===== src/sv/assert_macros.svh =====
// Assertion helpers included by the top-level RTL file.
`ifndef ASSERT_MACROS_SVH
`define ASSERT_MACROS_SVH

// Check a property on every rising clock edge, off while reset is held.
`define SGMD_ASSERT(label, clk_sig, rst_sig, prop, msg) \
    label: assert property (@(posedge clk_sig) disable iff (!rst_sig) prop) \
        else $error(msg);

// Check that an antecedent implies a consequent in the same cycle.
`define SGMD_ASSERT_IMPL(label, clk_sig, rst_sig, ante, cons, msg) \
    label: assert property (@(posedge clk_sig) disable iff (!rst_sig) (ante) |-> (cons)) \
        else $error(msg);

`endif


===== src/sv/sgmd_pkg.sv =====
package sgmd_pkg;

    // Packet framing limits
    localparam logic [7:0]  MaxPacket   = 8'd128;
    localparam logic [7:0]  MinPacket   = 8'd10;
    localparam logic [14:0] LenMinBad   = 15'd4;
    localparam logic [14:0] LenReserved = 15'h7FFF;
    localparam logic [7:0]  FirstReport = 8'd4;
    localparam logic [7:0]  IndexMax    = 8'd255;
    localparam logic [8:0]  TsReportLen = 9'd5;
    localparam logic [8:0]  GyroLastOff = 9'd6;

    // Header byte positions
    localparam logic [7:0] HdrLenHigh = 8'd1;
    localparam logic [7:0] HdrChannel = 8'd2;
    localparam logic [7:0] HdrSeq     = 8'd3;

    // Gyro report byte offsets
    localparam logic [7:0] OffXLow  = 8'd3;
    localparam logic [7:0] OffXHigh = 8'd4;
    localparam logic [7:0] OffYLow  = 8'd5;
    localparam logic [7:0] OffYHigh = 8'd6;

    // Register reset values
    localparam logic [3:0]  SensReset     = 4'd5;
    localparam logic [14:0] DeadbandReset = 15'd26;
    localparam logic [7:0]  ChannelReset  = 8'd3;
    localparam logic [7:0]  GyroIdReset   = 8'd2;
    localparam logic [7:0]  TsIdReset     = 8'hFB;

    // Saturation limits of one delta
    localparam logic [7:0] DeltaPosMax = 8'h7F;
    localparam logic [7:0] DeltaNegMax = 8'h81;

    typedef enum logic [2:0] {
        REG_SENS_X   = 3'd0,
        REG_SENS_Y   = 3'd1,
        REG_DEADBAND = 3'd2,
        REG_CHANNEL  = 3'd3,
        REG_GYRO_ID  = 3'd4,
        REG_TS_ID    = 3'd5
    } reg_index_t;

    typedef struct packed {
        logic [3:0]  sens_x;
        logic [3:0]  sens_y;
        logic [14:0] deadband_raw;
        logic [7:0]  input_channel;
        logic [7:0]  gyro_report_id;
        logic [7:0]  timestamp_report_id;
    } cfg_t;

    typedef struct packed {
        logic        valid;
        logic [15:0] raw_x;
        logic [15:0] raw_y;
    } sample_t;

endpackage


===== src/sv/sgmd_cfg.sv =====
module sgmd_cfg
(
    input  logic             clk,
    input  logic             rst_n,
    input  logic             cfg_valid,
    input  logic [2:0]       cfg_addr,
    input  logic [14:0]      cfg_data,
    output sgmd_pkg::cfg_t   cfg
);

    sgmd_pkg::cfg_t cfg_reg;
    sgmd_pkg::cfg_t cfg_next;

    // Decode the register index and merge the written field
    always_comb
    begin
        cfg_next = cfg_reg;
        if (cfg_valid)
        begin
            unique case (cfg_addr)
                sgmd_pkg::REG_SENS_X:   cfg_next.sens_x              = cfg_data[3:0];
                sgmd_pkg::REG_SENS_Y:   cfg_next.sens_y              = cfg_data[3:0];
                sgmd_pkg::REG_DEADBAND: cfg_next.deadband_raw        = cfg_data;
                sgmd_pkg::REG_CHANNEL:  cfg_next.input_channel       = cfg_data[7:0];
                sgmd_pkg::REG_GYRO_ID:  cfg_next.gyro_report_id      = cfg_data[7:0];
                sgmd_pkg::REG_TS_ID:    cfg_next.timestamp_report_id = cfg_data[7:0];
                default:                cfg_next                     = cfg_reg;
            endcase
        end
    end

    always_ff @(posedge clk or negedge rst_n)
    begin
        if (!rst_n)
        begin
            cfg_reg.sens_x              <= sgmd_pkg::SensReset;
            cfg_reg.sens_y              <= sgmd_pkg::SensReset;
            cfg_reg.deadband_raw        <= sgmd_pkg::DeadbandReset;
            cfg_reg.input_channel       <= sgmd_pkg::ChannelReset;
            cfg_reg.gyro_report_id      <= sgmd_pkg::GyroIdReset;
            cfg_reg.timestamp_report_id <= sgmd_pkg::TsIdReset;
        end
        else
        begin
            cfg_reg <= cfg_next;
        end
    end

    assign cfg = cfg_reg;

endmodule


===== src/sv/sgmd_parser.sv =====
module sgmd_parser
(
    input  logic                clk,
    input  logic                rst_n,
    input  logic                step,
    input  logic [7:0]          data_byte,
    input  logic                first_byte,
    input  sgmd_pkg::cfg_t      cfg,
    output sgmd_pkg::sample_t   sample
);

    logic [7:0]  byte_index_reg,      byte_index_next;
    logic [7:0]  packet_length_reg,   packet_length_next;
    logic [7:0]  length_low_byte_reg, length_low_byte_next;
    logic        packet_active_reg,   packet_active_next;
    logic [7:0]  next_report_pos_reg, next_report_pos_next;
    logic        in_gyro_report_reg,  in_gyro_report_next;
    logic [15:0] raw_x_value_reg,     raw_x_value_next;
    logic [7:0]  raw_y_low_reg,       raw_y_low_next;

    logic [14:0] len_raw;
    logic [7:0]  len_clamped;
    logic [7:0]  report_off;
    logic [8:0]  ts_end;
    logic [8:0]  gyro_end;

    // Header length, report offset and report end positions
    always_comb
    begin
        len_raw     = {data_byte[6:0], length_low_byte_reg};
        len_clamped = (len_raw > {7'd0, sgmd_pkg::MaxPacket}) ? sgmd_pkg::MaxPacket
                                                              : len_raw[7:0];
        report_off  = byte_index_reg - next_report_pos_reg;
        ts_end      = {1'b0, next_report_pos_reg} + sgmd_pkg::TsReportLen;
        gyro_end    = {1'b0, byte_index_reg} + sgmd_pkg::GyroLastOff;
    end

    // Advance the packet scan by one byte
    always_comb
    begin
        byte_index_next      = byte_index_reg;
        packet_length_next   = packet_length_reg;
        length_low_byte_next = length_low_byte_reg;
        packet_active_next   = packet_active_reg;
        next_report_pos_next = next_report_pos_reg;
        in_gyro_report_next  = in_gyro_report_reg;
        raw_x_value_next     = raw_x_value_reg;
        raw_y_low_next       = raw_y_low_reg;
        sample.valid         = 1'b0;
        sample.raw_x         = raw_x_value_reg;
        sample.raw_y         = {data_byte, raw_y_low_reg};

        if (step)
        begin
            if (first_byte)
            begin
                length_low_byte_next = data_byte;
                byte_index_next      = 8'd1;
                packet_active_next   = 1'b1;
                next_report_pos_next = sgmd_pkg::FirstReport;
                in_gyro_report_next  = 1'b0;
                packet_length_next   = 8'd0;
            end
            else if (packet_active_reg)
            begin
                if (byte_index_reg != sgmd_pkg::IndexMax)
                begin
                    byte_index_next = byte_index_reg + 8'd1;
                end

                priority if (byte_index_reg == sgmd_pkg::HdrLenHigh)
                begin
                    if (len_raw <= sgmd_pkg::LenMinBad || len_raw == sgmd_pkg::LenReserved
                        || len_clamped < sgmd_pkg::MinPacket)
                    begin
                        packet_active_next = 1'b0;
                    end
                    else
                    begin
                        packet_length_next = len_clamped;
                    end
                end
                else if (byte_index_reg == sgmd_pkg::HdrChannel)
                begin
                    if (data_byte != cfg.input_channel)
                    begin
                        packet_active_next = 1'b0;
                    end
                end
                else if (byte_index_reg == sgmd_pkg::HdrSeq)
                begin
                    packet_active_next = packet_active_reg;
                end
                else if (byte_index_reg >= packet_length_reg)
                begin
                    packet_active_next = 1'b0;
                end
                else if (!in_gyro_report_reg)
                begin
                    // Look at the report id at the head of each report
                    if (byte_index_reg == next_report_pos_reg)
                    begin
                        priority if (data_byte == cfg.timestamp_report_id)
                        begin
                            if (ts_end >= {1'b0, packet_length_reg})
                            begin
                                packet_active_next = 1'b0;
                            end
                            else
                            begin
                                next_report_pos_next = ts_end[7:0];
                            end
                        end
                        else if (data_byte == cfg.gyro_report_id)
                        begin
                            if (gyro_end >= {1'b0, packet_length_reg})
                            begin
                                packet_active_next = 1'b0;
                            end
                            else
                            begin
                                in_gyro_report_next = 1'b1;
                            end
                        end
                        else
                        begin
                            packet_active_next = 1'b0;
                        end
                    end
                end
                else
                begin
                    // Collect the gyro axes, little endian
                    priority if (report_off == sgmd_pkg::OffXLow)
                    begin
                        raw_x_value_next = {8'd0, data_byte};
                    end
                    else if (report_off == sgmd_pkg::OffXHigh)
                    begin
                        raw_x_value_next = {data_byte, raw_x_value_reg[7:0]};
                    end
                    else if (report_off == sgmd_pkg::OffYLow)
                    begin
                        raw_y_low_next = data_byte;
                    end
                    else if (report_off == sgmd_pkg::OffYHigh)
                    begin
                        sample.valid        = 1'b1;
                        in_gyro_report_next = 1'b0;
                        packet_active_next  = 1'b0;
                    end
                    else
                    begin
                        in_gyro_report_next = in_gyro_report_reg;
                    end
                end
            end
        end
    end

    always_ff @(posedge clk or negedge rst_n)
    begin
        if (!rst_n)
        begin
            byte_index_reg      <= 8'd0;
            packet_length_reg   <= 8'd0;
            length_low_byte_reg <= 8'd0;
            packet_active_reg   <= 1'b0;
            next_report_pos_reg <= sgmd_pkg::FirstReport;
            in_gyro_report_reg  <= 1'b0;
            raw_x_value_reg     <= 16'd0;
            raw_y_low_reg       <= 8'd0;
        end
        else
        begin
            byte_index_reg      <= byte_index_next;
            packet_length_reg   <= packet_length_next;
            length_low_byte_reg <= length_low_byte_next;
            packet_active_reg   <= packet_active_next;
            next_report_pos_reg <= next_report_pos_next;
            in_gyro_report_reg  <= in_gyro_report_next;
            raw_x_value_reg     <= raw_x_value_next;
            raw_y_low_reg       <= raw_y_low_next;
        end
    end

endmodule


===== src/sv/sgmd_scale.sv =====
module sgmd_scale
(
    input  logic [15:0] raw,
    input  logic [3:0]  sens,
    input  logic [14:0] deadband,
    output logic [7:0]  delta
);

    logic        [16:0] mag;
    logic signed [20:0] prod;
    logic signed [20:0] biased;
    logic signed [11:0] quot;

    // Scale by sens/512, rounding toward zero
    always_comb
    begin
        mag    = raw[15] ? (17'd0 - {raw[15], raw}) : {1'b0, raw};
        prod   = $signed({{5{raw[15]}}, raw}) * $signed({17'd0, sens});
        biased = prod + (prod[20] ? 21'sd511 : 21'sd0);
        quot   = biased[20:9];
    end

    // Apply the deadband, then saturate
    always_comb
    begin
        priority if (mag < {2'b00, deadband})
        begin
            delta = 8'd0;
        end
        else if (quot > 12'sd127)
        begin
            delta = sgmd_pkg::DeltaPosMax;
        end
        else if (quot < -12'sd127)
        begin
            delta = sgmd_pkg::DeltaNegMax;
        end
        else
        begin
            delta = quot[7:0];
        end
    end

endmodule


===== src/sv/shtp_gyro_report_to_mouse_delta_unit.sv =====
// Sensor-hub packet parser that turns the first gyro report of each packet on the
// selected channel into one mouse movement beat. Packet bytes enter one per beat,
// with s_tuser set on header byte 0. A new byte may follow in every cycle, and only
// a stalled result beat slows the input. The Y high byte is held in the input
// register and its result in the result register. A result holds X and Y deltas,
// each the raw axis scaled by sens/512 toward zero, zeroed below the deadband and
// held within +-127, plus a flag set when either delta is nonzero. Registers are
// written on the cfg channel (0 sens_x, 1 sens_y, 2 deadband_raw, 3 input_channel,
// 4 gyro_report_id, 5 timestamp_report_id); the user must write them only while no
// packet is in flight, which the block itself does not enforce.
`include "assert_macros.svh"

module shtp_gyro_report_to_mouse_delta_unit
(
    input  logic        clk,
    input  logic        rst_n,
    // configuration write channel
    input  logic        cfg_valid,
    output logic        cfg_ready,
    input  logic [2:0]  cfg_addr,
    input  logic [14:0] cfg_data,
    // packet byte stream
    input  logic        s_tvalid,
    output logic        s_tready,
    input  logic [7:0]  s_tdata,   // [7:0] data_byte
    input  logic        s_tuser,   // [0] first_byte
    // movement result stream
    output logic        m_tvalid,
    input  logic        m_tready,
    output logic [15:0] m_tdata,   // [7:0] delta_x, [15:8] delta_y
    output logic        m_tuser    // [0] send_report
);

    sgmd_pkg::cfg_t    cfg;
    sgmd_pkg::sample_t sample;

    logic       s1_valid_reg, s1_valid_next;
    logic [7:0] s1_byte_reg,  s1_byte_next;
    logic       s1_first_reg, s1_first_next;
    logic       m_valid_reg,  m_valid_next;
    logic [7:0] dx_reg,       dx_next;
    logic [7:0] dy_reg,       dy_next;
    logic       send_reg,     send_next;

    logic       out_free;
    logic       step;
    logic [7:0] dx;
    logic [7:0] dy;

    assign cfg_ready = 1'b1;

    sgmd_cfg u_cfg
    (
        .clk       (clk),
        .rst_n     (rst_n),
        .cfg_valid (cfg_valid),
        .cfg_addr  (cfg_addr),
        .cfg_data  (cfg_data),
        .cfg       (cfg)
    );

    // Move the held byte on whenever the result register can take a beat
    assign out_free = !m_valid_reg || m_tready;
    assign s_tready = !s1_valid_reg || out_free;
    assign step     = s1_valid_reg && out_free;

    sgmd_parser u_parser
    (
        .clk        (clk),
        .rst_n      (rst_n),
        .step       (step),
        .data_byte  (s1_byte_reg),
        .first_byte (s1_first_reg),
        .cfg        (cfg),
        .sample     (sample)
    );

    sgmd_scale u_scale_x
    (
        .raw      (sample.raw_x),
        .sens     (cfg.sens_x),
        .deadband (cfg.deadband_raw),
        .delta    (dx)
    );

    sgmd_scale u_scale_y
    (
        .raw      (sample.raw_y),
        .sens     (cfg.sens_y),
        .deadband (cfg.deadband_raw),
        .delta    (dy)
    );

    // Input register: load a beat when it is empty or the held one leaves
    always_comb
    begin
        s1_valid_next = s1_valid_reg;
        s1_byte_next  = s1_byte_reg;
        s1_first_next = s1_first_reg;
        if (s_tready)
        begin
            s1_valid_next = s_tvalid;
            s1_byte_next  = s_tdata;
            s1_first_next = s_tuser;
        end
    end

    // Result register: load a finished sample, drop a taken beat
    always_comb
    begin
        m_valid_next = m_valid_reg;
        dx_next      = dx_reg;
        dy_next      = dy_reg;
        send_next    = send_reg;
        if (out_free)
        begin
            m_valid_next = sample.valid;
            dx_next      = dx;
            dy_next      = dy;
            send_next    = (dx != 8'd0) || (dy != 8'd0);
        end
    end

    always_ff @(posedge clk or negedge rst_n)
    begin
        if (!rst_n)
        begin
            s1_valid_reg <= 1'b0;
            m_valid_reg  <= 1'b0;
        end
        else
        begin
            s1_valid_reg <= s1_valid_next;
            m_valid_reg  <= m_valid_next;
        end
    end

    always_ff @(posedge clk)
    begin
        s1_byte_reg  <= s1_byte_next;
        s1_first_reg <= s1_first_next;
        dx_reg       <= dx_next;
        dy_reg       <= dy_next;
        send_reg     <= send_next;
    end

    assign m_tvalid = m_valid_reg;
    assign m_tdata  = {dy_reg, dx_reg};
    assign m_tuser  = send_reg;

    // Flag must agree with the deltas it travels with
    `SGMD_ASSERT_IMPL(a_send_matches, clk, rst_n, m_tvalid, m_tuser == ((m_tdata[7:0] != 8'd0) || (m_tdata[15:8] != 8'd0)), "send_report disagrees with deltas")
    // Saturation never yields the most negative code
    `SGMD_ASSERT_IMPL(a_no_neg_128, clk, rst_n, m_tvalid, (m_tdata[7:0] != 8'h80) && (m_tdata[15:8] != 8'h80), "delta outside saturation range")
    // A full pipe with a stalled result takes no input
    `SGMD_ASSERT_IMPL(a_stall_blocks_input, clk, rst_n, s1_valid_reg && m_tvalid && !m_tready, !s_tready, "input taken while pipe is stalled")
    // A parsed sample only comes from a held byte that is moving on
    `SGMD_ASSERT(a_sample_needs_step, clk, rst_n, sample.valid |-> step, "sample without a step")

endmodule


===== config.mk =====
export PLATFORM = sky130hd
export DESIGN_NAME = shtp_gyro_report_to_mouse_delta_unit
export DESIGN_NICKNAME = d
export VERILOG_FILES = /design/src/sv/sgmd_pkg.sv /design/src/sv/sgmd_cfg.sv /design/src/sv/sgmd_parser.sv /design/src/sv/sgmd_scale.sv /design/src/sv/shtp_gyro_report_to_mouse_delta_unit.sv
export VERILOG_INCLUDE_DIRS = /design/src /design/src/sv
export SDC_FILE = /design/constraint.sdc
export NUM_CORES = 1
export LEC_CHECK = 0
export ABC_AREA = 1
export BUFFER_PORTS_ARGS = -buffer_cell sky130_fd_sc_hd__buf_2
export CORE_MARGIN = 10
export CORE_UTILIZATION = 56
export DETAILED_ROUTE_END_ITERATION = 8
export PLACE_DENSITY = 0.85
export SLEW_MARGIN = 40
export SYNTH_ARGS = -nofsm -noshare
export SYNTH_HDL_FRONTEND = slang
export SYNTH_SLANG_ARGS = --single-unit

===== constraint.sdc =====
create_clock -name clk -period 7.17 [get_ports clk]
set_input_delay 1.0755 -clock clk [delete_from_list [all_inputs] [get_ports clk]]
set_output_delay 1.0755 -clock clk [all_outputs]
set_load 0.03 [all_outputs]

# ---- After elaboration in Yosys (flattened, before gate mapping)
# Index checks and enable logic that the tools add are counted.
dict set report totals {
  reg_bits 133
  input_bits 32
  out_inout_bits 20
  word_cells 176
}
dict set report classes {
  addsub 8
  multipliers 2
  magnitude_cmp 12
  n_eq_ne 25
  mux 69
  bitwise 7
  n_reduce_logical 31
}
# op count
set op_table {}
lappend op_table {{$mux W8} 24}
lappend op_table {{$add A21 B21 Y21} 2}
lappend op_table {{$mul A16 B5 Y21} 2}
lappend op_table {{$mux W1} 39}
lappend op_table {{$lt A17 B15 Y1} 2}
lappend op_table {{$mux W17} 2}
lappend op_table {{$sub A1 B16 Y17 const A} 2}
lappend op_table {{$mux W16} 2}
lappend op_table {{$eq A8 B2 Y1 const B} 3}
lappend op_table {{$eq A8 B3 Y1 const B} 3}
lappend op_table {{$eq A8 B8 Y1} 3}
lappend op_table {{$gt A12 B8 Y1 const B} 2}
lappend op_table {{$lt A12 B8 Y1 const B} 2}
lappend op_table {{$add A8 B3 Y9 const B} 2}
lappend op_table {{$ge A9 B8 Y1} 2}
lappend op_table {{$mux W9} 2}
lappend op_table {{$reduce_and A9 Y1} 2}
lappend op_table {{$reduce_bool A8 Y1} 2}
lappend op_table {{$eq A15 B15 Y1 const B} 1}
lappend op_table {{$gt A15 B8 Y1 const B} 1}
lappend op_table {{$le A15 B3 Y1 const B} 1}
lappend op_table {{$ne A2 B2 Y1 const B} 7}
lappend op_table {{$reduce_and A2 Y1} 7}
lappend op_table {{$reduce_bool A2 Y1} 6}
lappend op_table {{other kinds (20)} 33}

# ---- Logic depth before layout (Yosys ltp)
dict set report depth {
  depth_word 14
  mapped_depth 45
  ltp_nobuf 43
}

# ---- Modules after synthesis
# Synthesis repeated with hierarchy kept, for this count alone.
dict set report hier_totals {
  cells_unflattened 2316
  hier_area_um2 16022.9
}
# module n_inst cells_per_inst area_per_inst_um2
set modules_own_cells {}
lappend modules_own_cells {sgmd_parser 1 596 4538.1}
lappend modules_own_cells {{sgmd_scale at u_scale_x} 1 741 4385.5}
lappend modules_own_cells {{sgmd_scale at u_scale_y} 1 710 4231.6}
lappend modules_own_cells {sgmd_cfg 1 215 1925.6}
lappend modules_own_cells {shtp_gyro_report_to_mouse_delta_unit 1 54 942.2}

# ---- Worst setup path after synthesis
# OpenSTA, ideal clock, no wires.
dict set report synth_path {
  path_type {register -> register}
  from {register u_cfg.cfg_reg (netlist bit u_cfg.cfg[41])}
  to {register send_reg (netlist: m_tuser) (data pin)}
  setup_time_ns 0.254
  arrival_time_ns 5.484
  setup_slack_ns 1.432
  stages_incl_launch_ff 42
  n_path_buf 3
  path_cell_list {dfstp_2 clkbuf_1 clkbuf_1 nand2_1 inv_1 ha_1 fa_1 inv_1 fa_1 inv_1 ha_1 nand2_2 inv_1 nand2_1 nand2_1 clkinv_1 nand3_2 nand2_2 (+6 left out) nor2_1 nand2_4 nand2_4 nand3_2 nand2_1 nand3_2 nand2_4 nand2_4 o21ai_2 nand2_2 nor2_2 nand2_2 nand2_4 nand2_1 a21oi_1 nand3_1 nor2_1 nand2_1}
}
dict set report synth_via {
  elab_chain_cells 9
  word_cells_on_any_way 10
}
# item line_no
set synth_rtl {}
lappend synth_rtl {{start, declared} sgmd_cfg.sv:11} ;# sgmd_pkg::cfg_t cfg_reg;
lappend synth_rtl {{start signal, assigned} sgmd_cfg.sv:45} ;# cfg_reg <= cfg_next;
lappend synth_rtl {{$mul A16 B5 Y21 *} sgmd_scale.sv:18} ;# prod = $signed({{5{raw[15]}}, raw}) * $signed({17'd0, sens});
lappend synth_rtl {{$mux W9} sgmd_scale.sv:19} ;# biased = prod + (prod[20] ? 21'sd511 : 21'sd0);
lappend synth_rtl {{$add A21 B21 Y21 *} sgmd_scale.sv:19}
lappend synth_rtl {{$lt A12 B8 Y1} sgmd_scale.sv:34} ;# else if (quot < -12'sd127)
lappend synth_rtl {{$mux W8} sgmd_scale.sv:34}
lappend synth_rtl {{$mux W8 *} sgmd_scale.sv:30} ;# else if (quot > 12'sd127)
lappend synth_rtl {{$mux W8 *} sgmd_scale.sv:26} ;# priority if (mag < {2'b00, deadband})
lappend synth_rtl {{$reduce_bool A8 Y1 *} shtp_gyro_report_to_mouse_delta_unit.sv:120} ;# send_next = (dx != 8'd0) || (dy != 8'd0);
lappend synth_rtl {{$logic_or A1 B1 Y1 *} shtp_gyro_report_to_mouse_delta_unit.sv:120}
lappend synth_rtl {{end signal, assigned} shtp_gyro_report_to_mouse_delta_unit.sv:144} ;# send_reg <= send_next;
lappend synth_rtl {{end, declared} shtp_gyro_report_to_mouse_delta_unit.sv:43} ;# logic send_reg, send_next;
# Mark *: on every way between the ends. The rest lies on a longest branch, timed or not.
# A chain may end at the register's enable or synchronous reset.

# ---- Worst setup path in the final report
dict set report layout_path {
  from {register s1_byte_reg[0]}
  to {register send_reg (netlist: m_tuser) (data pin)}
}
dict set report layout_via {
  elab_chain_cells 9
  word_cells_on_any_way 13
}
# item line_no
set layout_rtl {}
lappend layout_rtl {{start, declared} shtp_gyro_report_to_mouse_delta_unit.sv:38} ;# logic [7:0] s1_byte_reg, s1_byte_next;
lappend layout_rtl {{start signal, assigned} shtp_gyro_report_to_mouse_delta_unit.sv:140} ;# s1_byte_reg <= s1_byte_next;
lappend layout_rtl {{$mul A16 B5 Y21} sgmd_scale.sv:18}
lappend layout_rtl {{$mux W9} sgmd_scale.sv:19}
lappend layout_rtl {{$add A21 B21 Y21} sgmd_scale.sv:19}
lappend layout_rtl {{$lt A12 B8 Y1} sgmd_scale.sv:34}
lappend layout_rtl {{$mux W8} sgmd_scale.sv:34}
lappend layout_rtl {{$mux W8} sgmd_scale.sv:30}
lappend layout_rtl {{$mux W8 *} sgmd_scale.sv:26}
lappend layout_rtl {{$reduce_bool A8 Y1 *} shtp_gyro_report_to_mouse_delta_unit.sv:120}
lappend layout_rtl {{$logic_or A1 B1 Y1 *} shtp_gyro_report_to_mouse_delta_unit.sv:120}
# Marked as above.

==> qor.csv <==
metric,value,unit
Clock Latency Late Sink,0.44,ns
Final Cycle Share,83.9,%
CTS resizes,0,
CTS tree,built,
Placed Area,15700,um2
Rows,60,
Netlist cell types,60,
Pre-antenna DRT Iters,6,
final setup vio count,0,
f_max,166,MHz
Routed Antenna Nets,0,
Worst Hold Class,reg2reg,
Static Leak,9.52,nW
Via Count,14100,
post-DP HPWL,30400,um
CTS buffer count,17,
Via density,5.49,
FF-to-FF path depth,42,
switching share of power,51.8,%
DRT iter0 DRCs,1072,
Non-Filler Instances,2559,
Power Total,0.00513,W
VDD IR-drop max,241,uV
Int Pwr,0.00247,W
Post-synth ARST share,80.5,%
WHS Path Cells,2,
Setup CP Type,reg2reg,
vias in the first global route,13800,
Initial Util,56.6,%
Boundary Pins,52,
Cells after Synth,2185,
setup TNS,0,ns
switching pwr,0.00266,W
largest net degree at the start of global routing,74,
grt ovf,0,
Mapped Avg Cell Area,6.96,um2
PwrDens,315,nW/um2
Least-Margin Pin Slew,0.740,ns
gr usage total,22.6,%
"Data arrival, critical path",6.20,ns
number of flip-flops under the largest register name,47,
Final Instance Area,16300,um2
layout cells sized above 1,9.39,%
run status,"complete, no violations",
unrepaired setup endpoints after global routing,no,
predominant post-synthesis flop cell,dfrtp_1,
#FFs+latches synth,133,
Routed wire per std cell,15.0,um
setup repair bufs after CTS,0,
total core area,26900,um2
Die ar.,34200,um2
Die Y,185,um
PortBufs,50,
share of power burned in combinational logic,63.3,%
CP Data Required Time,7.35,ns
clock network power share,16.5,%
CP dominant cell by count,nand2_1,
Buf/Inv on CP,7,
Filler Cell Count,2324,
fin crit period,6.02,ns
Max-slew headroom,49.4,%
CP peak stage delay,0.77,ns
Root Buffer,clkbuf_16,
multi-input logic area,9830,um2
final slew viol count,0,
Fin. Hold Viols,0,
first-pass GRT wire length,64000,um
worst-case clock buffer depth,2,
Syn Nets,2434,
Max Clock Skew,0.0180,ns
"EDFF count, synth",26,
Reg area,3480,um2
RD Place Congestion,0.970,
Max Cap Violations,0,
Crit Path Max Fanout,14,
Post-route DRC,0,
Die W,185,um
most frequent cells in the layout,"nand2_1 (570), inv_1 (428), ha_1 (150)",
Placed Cells incl. Taps,2524,
initial antenna violation count,2,
Yosys warnings,0,
Area growth syn-to-layout,6.85,%
critical path depth in cells,42,
CTS hold repair buffers,0,
nets@finish,2451,
WL final,38400,um
Synth Cell Area,15200,um2
CP max stage cell,edfxtp_1,
CP top delay family,simple AND/OR/NAND/NOR gates,
clock slew at reported path FFs,0.07,ns
crit path capture type,flop,
clock tree sinks,133,
"leading cell type in the layout, fill and taps excluded",nand2_1,
CTS H-tree lvls,4,
Flop pwr share,20.2,%
Startpoint Class,flop,
"Seq/Total Area, Yosys",22.9,%
metrics by stage:
step / hold WS, ns / util, % / setup slack, ns
final: 0.491 / 60.5 / 1.15
after global routing: 0.508 / 60.5 / 0.635
after CTS: 0.494 / 60.5 / 1.13
after detailed placement: 0.477 / 58.4 / 1.17
after global placement: 0.471 / 58.4 / 1.27
after floorplan: 0.453 / - / 1.43
synthesized netlist by cell type, drive strengths merged, types with 4 or more instances:
master	number	area share [%]
dfstp	18	3.1
a21boi	4	0.20
nand4	26	1.1
or2	15	0.62
a31oi	4	0.16
clkbuf	47	1.2
nor3	21	0.69
fa	67	8.8
o22ai	8	0.33
xor2	57	3.4
o21ai	133	4.4
o2111ai	4	0.23
dfrtp	89	15
nor2	152	4.0
nand2	607	16
buf	10	0.47
nand3b	6	0.30
edfxtp	26	5.1
nor4	10	0.41
a21oi	103	3.5
ha	150	12
nand3	121	4.5
inv	442	11
o21a	6	0.30
xnor2	23	1.5
routing by layer:
metal / GRT usage, % / wire [um] / up-vias
met5: 0 / 0 / -
met2: 38.4 / 18000 / 531
li1: - / - / 6882
met1: 28.1 / 16600 / 6519
met3: 3.84 / 2560 / 120
met4: 8.62 / 1270 / 0
cell type report:
type | instances | area share [%]
clock buffers | 18 | 2.64
well taps | 341 | 2.62
inverters | 444 | 10.3
flip-flops and latches | 133 | 21.4
multi-input cells | 1551 | 60.5
diodes | 3 | 0.0462
repair buffers | 55 | 1.81
clock inverters | 14 | 0.724
final timing paths:
check | from | to | slack [ns]
max in group asynchronous | rst_n | u_cfg.cfg[46] | 5.55
worst max register to register | s1_byte_reg[0] | m_tuser | 1.15
min in group asynchronous | rst_n | u_parser.next_report_pos_reg[6] | 0.59
worst min-delay path | u_cfg.cfg[15] | u_cfg.cfg[15] | 0.49
worst min register to register | u_cfg.cfg[15] | u_cfg.cfg[15] | 0.49
worst max-delay path | s1_byte_reg[0] | m_tuser | 1.15
logic make-up (layout without fill, tap and decap cells):
logic type               after synthesis  count (layout)  share of synthesized area (%)
buffers and inverters                501             531                           12.6
other                                  1               4                         0.0246
AND/OR/NAND/NOR                      965             965                           27.9
XOR/XNOR                              80              80                           4.93
adder cells (fa/ha/maj)              217             217                           21.2
AO/OA/AOI/OAI                        288             288                           10.5
flip-flops                           133             133                           22.9
worst reg2reg max path, delay by kind of cell (launching register included):
kind          cells  cell delay [ns]
simple gates     30             2.65
buf+inv           7             0.38
flops             1             0.77
fa+ha+maj         5             1.97
power by group through the flow:
stage	logic [W]	registers (W)	clock network (W)
6_report	0.00325	0.00103	0.000846
3_5_place_dp	0.00322	0.00104	0
3_3_place_gp	0.00314	0.00104	0
4_1_cts	0.00324	0.00103	0.000846
5_1_grt	0.00374	0.00105	0.000881
2_1_floorplan	0.00257	0.00101	0
(Power assumes the default switching activity.)
